### config.mk
export PLATFORM = sky130hd
export DESIGN_NAME = mts_datapath
export DESIGN_NICKNAME = d
export VERILOG_FILES = /design/src/mts_pkg.sv /design/src/mts_datapath.sv
export SDC_FILE = /design/constraint.sdc
export NUM_CORES = 2
export LEC_CHECK = 0
export BUFFER_PORTS_ARGS = -buffer_cell sky130_fd_sc_hd__clkbuf_2
export CAP_MARGIN = 20
export CORE_MARGIN = 5
export CORE_UTILIZATION = 25
export CTS_CLUSTER_SIZE = 24
export DETAILED_ROUTE_END_ITERATION = 10
export GPL_TIMING_DRIVEN = 0
export HOLD_SLACK_MARGIN = 0.06
export MAX_ROUTING_LAYER = met4
export SLEW_MARGIN = 15
export SYNTH_ARGS = -nofsm -noshare
export SYNTH_HDL_FRONTEND = slang
export SYNTH_SLANG_ARGS = --single-unit
### constraint.sdc
create_clock -name clk -period 9.1 [get_ports clk]
set_input_delay 2.275 -clock clk [delete_from_list [all_inputs] [get_ports clk]]
set_output_delay 2.275 -clock clk [all_outputs]
set_load 0.05 [all_outputs]
### src/mts_pkg.sv
// Package for the minimum-tracking stack: request codes, status codes,
// controller state type and the command/status bundles between the modules.
// No dependencies.
package mts_pkg;

	// Default number of entries held by the stack.
	localparam int unsigned MTS_DEPTH_DEF = 64;

	// Width of one stored value.
	localparam int unsigned MTS_DW = 32;

	// Request action codes. Any other code is a query.
	localparam logic [1:0] ACT_PUSH  = 2'd0;
	localparam logic [1:0] ACT_POP   = 2'd1;
	localparam logic [1:0] ACT_QUERY = 2'd2;

	// Result status codes.
	localparam logic [1:0] ST_OK        = 2'd0;
	localparam logic [1:0] ST_UNDERFLOW = 2'd1;
	localparam logic [1:0] ST_OVERFLOW  = 2'd2;

	// Controller states.
	typedef enum logic {
		S_IDLE,
		S_FILL
	} mts_state_t;

	// Commands from the controller to the datapath.
	typedef struct packed {
		logic step;   // execute the accepted request
		logic fill;   // reload the cached tops after a pop
	} mts_cmd_t;

	// Status from the datapath to the controller.
	typedef struct packed {
		logic empty;  // stack holds no values
	} mts_stat_t;

endpackage

### src/mts_datapath.sv
// Datapath for the minimum-tracking stack: value and minimum memories,
// their counts, the cached top entries and the result status.
// Depends on mts_pkg.
module mts_datapath #(
	parameter int unsigned STACK_DEPTH = mts_pkg::MTS_DEPTH_DEF
) (
	input  logic                                   clk,
	input  logic                                   arst_n,
	input  mts_pkg::mts_cmd_t                      cmd,
	input  logic [1:0]                             action,
	input  logic signed [mts_pkg::MTS_DW-1:0]      value,
	output mts_pkg::mts_stat_t                     stat,
	output logic signed [mts_pkg::MTS_DW-1:0]      top_value,
	output logic signed [mts_pkg::MTS_DW-1:0]      min_value,
	output logic [$clog2(STACK_DEPTH+1)-1:0]       depth,
	output logic                                   is_empty,
	output logic [1:0]                             status
);
	import mts_pkg::*;

	localparam int unsigned AW = (STACK_DEPTH > 1) ? $clog2(STACK_DEPTH) : 1;
	localparam int unsigned CW = $clog2(STACK_DEPTH+1);

	logic [MTS_DW-1:0]        val_mem [STACK_DEPTH];
	logic [MTS_DW-1:0]        min_mem [STACK_DEPTH];
	logic [CW-1:0]            count_q;
	logic [CW-1:0]            mcount_q;
	logic signed [MTS_DW-1:0] top_q;
	logic signed [MTS_DW-1:0] min_q;
	logic [1:0]               status_q;
	logic [MTS_DW-1:0]        rd_val_q;
	logic [MTS_DW-1:0]        rd_min_q;

	logic          empty;
	logic          full;
	logic          min_empty;
	logic          do_push;
	logic          do_pop;
	logic          min_push;
	logic          min_pop;
	logic [CW-1:0] cnt_m2;
	logic [CW-1:0] mcnt_new;
	logic [CW-1:0] mcnt_new_m1;

	assign empty     = (count_q == '0);
	assign full      = (count_q == CW'(STACK_DEPTH));
	assign min_empty = (mcount_q == '0);

	// Decode of the accepted request.
	assign do_push  = cmd.step && (action == ACT_PUSH) && !full;
	assign do_pop   = cmd.step && (action == ACT_POP) && !empty;
	assign min_push = do_push && (min_empty || (value <= min_q));
	// The popped value is the cached top.
	assign min_pop  = do_pop && !min_empty && (top_q == min_q);

	// Read addresses of the entries that become the new tops after a pop.
	assign cnt_m2      = count_q - CW'(2);
	assign mcnt_new    = min_pop ? (mcount_q - CW'(1)) : mcount_q;
	assign mcnt_new_m1 = mcnt_new - CW'(1);

	// Value memory: write on push, synchronous read on every request.
	always_ff @(posedge clk) begin
		if (do_push) begin
			val_mem[count_q[AW-1:0]] <= value;
		end
		if (cmd.step) begin
			rd_val_q <= val_mem[cnt_m2[AW-1:0]];
		end
	end

	// Minimum memory: write when a new minimum is pushed.
	always_ff @(posedge clk) begin
		if (min_push) begin
			min_mem[mcount_q[AW-1:0]] <= value;
		end
		if (cmd.step) begin
			rd_min_q <= min_mem[mcnt_new_m1[AW-1:0]];
		end
	end

	// Counts, cached tops and status.
	always_ff @(posedge clk or negedge arst_n) begin
		if (!arst_n) begin
			count_q  <= '0;
			mcount_q <= '0;
			top_q    <= '0;
			min_q    <= '0;
			status_q <= ST_OK;
		end else if (cmd.step) begin
			status_q <= ST_OK;
			case (action)
				ACT_PUSH: begin
					if (full) begin
						status_q <= ST_OVERFLOW;
					end else begin
						count_q <= count_q + CW'(1);
						top_q   <= value;
						if (min_push) begin
							mcount_q <= mcount_q + CW'(1);
							min_q    <= value;
						end
					end
				end
				ACT_POP: begin
					if (empty) begin
						status_q <= ST_UNDERFLOW;
					end else begin
						count_q  <= count_q - CW'(1);
						mcount_q <= mcnt_new;
					end
				end
				default: begin
					status_q <= ST_OK;
				end
			endcase
		end else if (cmd.fill) begin
			// Load the new tops from memory; an empty stack reads as zero.
			top_q <= empty ? '0 : $signed(rd_val_q);
			min_q <= (empty || min_empty) ? '0 : $signed(rd_min_q);
		end
	end

	assign stat.empty = empty;
	assign top_value  = top_q;
	assign min_value  = min_q;
	assign depth      = count_q;
	assign is_empty   = empty;
	assign status     = status_q;

endmodule

==> metrics.md <==
| Metric | Value |
|---|---|
| Via count | 96600 |
| Worst Setup Path Type | in -> reg |
| Area growth syn-to-layout | 19.4% |
| Clock transition at path regs | 0.07 ns |
| Total Wirelength | ~560000 µm |
| Pin count of the biggest net entering global routing | 105 |
| DP Wirelength | ~400000 µm |
| Iter 0 DRT Violations | between 15000 and 20000 |
| Synth Cell Area | 165000 µm² |
| Cts bufs inserted | roughly 400 |
| Final setup fails | 2 |
| Fraction of layout cells with a size suffix above 1 | between 20% and 30% |
| Logic pwr share | 38.3% |
| CP Data Required Time | 9.83 ns |
| FMAX | 0.108 GHz |
| IO Port Bufs | 112 |
| Tot Pwr | about 63000 µW |
| Post-synth EDFFs | 4160 |
| Clock share of power | 26.2% |
| H-Tree Depth | 5 |
| Count of clock tree sinks | 4240 |
| Worst Hold Depth | 1 |
| Hold WC Path Type | reg -> reg |
| Sw Ratio | 38.8% |
| DRT antenna net count | 0 |
| Worst r2r src | mcount_q[0] |
| Count leader, synth | edfxtp_1 |
| Syn Area/Cell | 18.0 µm² |
| VDD IR max | 218 µV |
| Seq cells post-synth | 4240 |
| CP Launch Type | input pin |
| Total Routing Usage GR | approximately 16% |
| R2r worst-path depth | 22 |
| Share of the synthesized area in the top cell type | about 76% |
| Post-Synthesis Cells | just over 9000 |
| Failing checks | negative setup slack |
| First-pass GRT wire length | ~760000 µm |
| Initial antenna violation count | 65 |
| Die footprint | roughly 680000 µm² |
| Global placement routability congestion | 0.937 |
| Row cnt | 298 |
| R2r endpoint | rd_min_q[2] |
| Status | finished with violations |
| Max-Cap Viols | 0 |
| Period utilization | 102% |
| Final setup margin | -0.140 ns |
| Worst-margin pin slew | 1.26 ns |
| Rel. slew slack | 16.0% |
| Skew-Pair Late Insertion Delay | 0.98 ns |
| Fin Clk Skew | 0.0581 ns |
| Sequential power share | 35.5% |
| Ys Warns | 0 |
| Layout Nets | 10200 |
| First-pass iteration count of the detailed router | 7 |
| Area contributors post-synth | edfxtp_1 (76%), mux4_2 (9.9%), nand2_1 (3.3%) |
| Die H | 823 µm |
| Power Dens Cells | ~320 nW/µm² |
| CP Capture Point | rd_min_q[2] |
| Int Power | approximately 39000 µW |
| Seq/Total Area, Yosys | 76.8% |
| Pre-CTS setup slack | -3.56 ns |
| Most frequent cells after synthesis | edfxtp_1 (4160), nand2_1 (1472), nand3_1 (803) |
| CP Capture Type | flop |
| Max-slew violation count | 0 |
| Via density per instance | 5.04 |
| Io pins | between 100 and 150 |
| Main flop type after synthesis | edfxtp_1 |
| CTS max path bufs | 4 |
| Post-synth ARST share | between 1.5 and 2% |
| Root Buffer | clkbuf_16 |
| Grt ovf | 0 |
| Placed cells | 18400 |
| CTS tree | built |
| Syn_nets | 9248 |
| Post-synth cell types | 70 |
| Placed Area | 184000 µm² |
| Critical path arrival | 9.97 ns |
| DRC Markers | 0 |
| FF-to-FF setup slack | roughly 0.090 ns |
| Core area | 658000 µm² |
| Final non-filler cell total | 19200 |
| Die Width | 823 µm |
| Crit Path Max Fanout | 19 |
| Crit path from | action[0] |
| Final Critical Period | between 9 and 10 ns |
| Post-synth top area cell | edfxtp_1 |
| Post-layout instance area | 197000 µm² |
| Post-CTS Hold Buffers | 0 |
| Initial core utilization | 25.1% |
| P_sw | between 20000 and 25000 µW |
| Vias in the first global route | 89800 |
| WL/cell | 29.2 µm |
| Endpoints failing hold | 0 |
| Hold_ws | 0.479 ns |
| P_leak | roughly 0.063 µW |
[cell usage in the layout (no fill, tap or decap), types with 19 or more instances in the layout]
cell type / n
clkbuf_16: 393
xnor2_1: 40
nand4_1: 163
a21o_1: 19
nor2_4: 100
clkbuf_1: 353
ha_1: 46
o221ai_1: 21
a22oi_1: 54
buf_6: 56
nor3_2: 20
clkbuf_2: 115
edfxtp_1: 4160
or3_1: 37
mux4_2: 726
diode_2: 44
clkinv_2: 68
inv_1: 41
buf_2: 157
clkbuf_8: 37
o211ai_1: 21
a21oi_1: 68
buf_12: 80
nand2_1: 1472
nor3_1: 20
dfrtp_1: 80
clkinv_1: 83
mux2i_1: 305
buf_16: 101
o21ai_0: 63
buf_1: 96
buf_4: 139
bufinv_16: 39
nand3_1: 803
nor2_1: 66
a32oi_1: 112
[logic make-up after synthesis]
logic type / Yosys count / synth area share [%]
AOI/OAI and AO/OA: 428 / 1.86
xor gates and xnor gates: 53 / 0.286
adders and majority gates: 47 / 0.361
buffers and inverters: 574 / 1.39
DFF: 4240 / 76.8
muxes: 1039 / 11.8
and+or+nand+nor: 2782 / 7.46
[state kept, by name, indices dropped and copies added (netlist names)]
register,flops
min_mem,2048
val_mem,2048
status,2
depth,7
rd_min_q,32
top_value,32
mcount_q,7
rd_val_q,32
min_value,32
[timing repair]
action / in CTS / in global routing
setup buffers: 4 / 0
cloned: 0 / 0
pin swaps: 18 / 7
hold endpoints to repair: 0 / 0
endpoints found under the setup margin: 32 / 22
gates resized for setup: 61 / 11
[critical path, cell delays in order]
cell      delay, ns
clkbuf_2       0.28
nand2b_1       0.10
clkbuf_2       0.36
inv_4          0.41
nand3_1        0.20
nor4_4         0.50
nand4_1        0.24
nand2_4        0.20
inv_6          0.09
buf_4          0.21
buf_4          0.22
buf_4          0.24
buf_6          0.22
ha_1           0.29
xnor2_2        0.42
xor2_4         0.83
nor2_2         0.28
clkbuf_1       0.41
a32oi_1        0.53
nand4_1        0.58
nand4_1        0.49
or3_1          0.44
[worst min path at each step]
| stage | startpoint | end | slack [ns] |
|---|---|---|---|
| global placement | rd_min_q[7] | min_value[7] | 0.46 |
| detailed placement | rd_min_q[7] | min_value[7] | 0.47 |
| finish | mcount_q[6] | mcount_q[6] | 0.48 |
| global route | mcount_q[6] | mcount_q[6] | 0.50 |
| CTS | mcount_q[6] | mcount_q[6] | 0.48 |
| floorplan | rd_min_q[16] | min_value[16] | 0.42 |
[per-stage QoR]
stage               utilization (%)  setup TNS, ns
finish                         29.9         -0.153
CTS                            29.9              0
global placement               26.8              -
global route                   29.9      -0.000833
floorplan                         -              0
detailed placement             28.0        -104.57
[per-layer routing]
layer,share of wire (%),GRT usage [%],vias up
met5,0,-,-
met4,5.3,7.01,0
met3,13,4.08,1158
met2,44,23.5,6680
met1,38,21.7,50400
li1,-,-,38400
[power by group through the flow]
| stage | Clock [µW] | Sequential (µW) | Combinational (µW) |
|---|---|---|---|
| 2_1_floorplan | 0 | 23100 | 11700 |
| 3_3_place_gp | 0 | 22900 | 22900 |
| 3_5_place_dp | 0 | 22800 | 23500 |
| 4_1_cts | 16700 | 22400 | 23700 |
| 5_1_grt | 17500 | 22500 | 24800 |
| 6_report | 16600 | 22500 | 24200 |
[final cells by class]
cell class	instances	area (µm²)
fill	64000	461000
sequential	4240	127000
multi-input combinational	4349	37100
tap	8700	10900
clock buffer	476	10200
timing repair buffer	543	7290
clock inverter	233	2350
buffer	523	2200
inverter	46	180
antenna	44	110
Note: power is estimated with default switching activity, not from simulation.
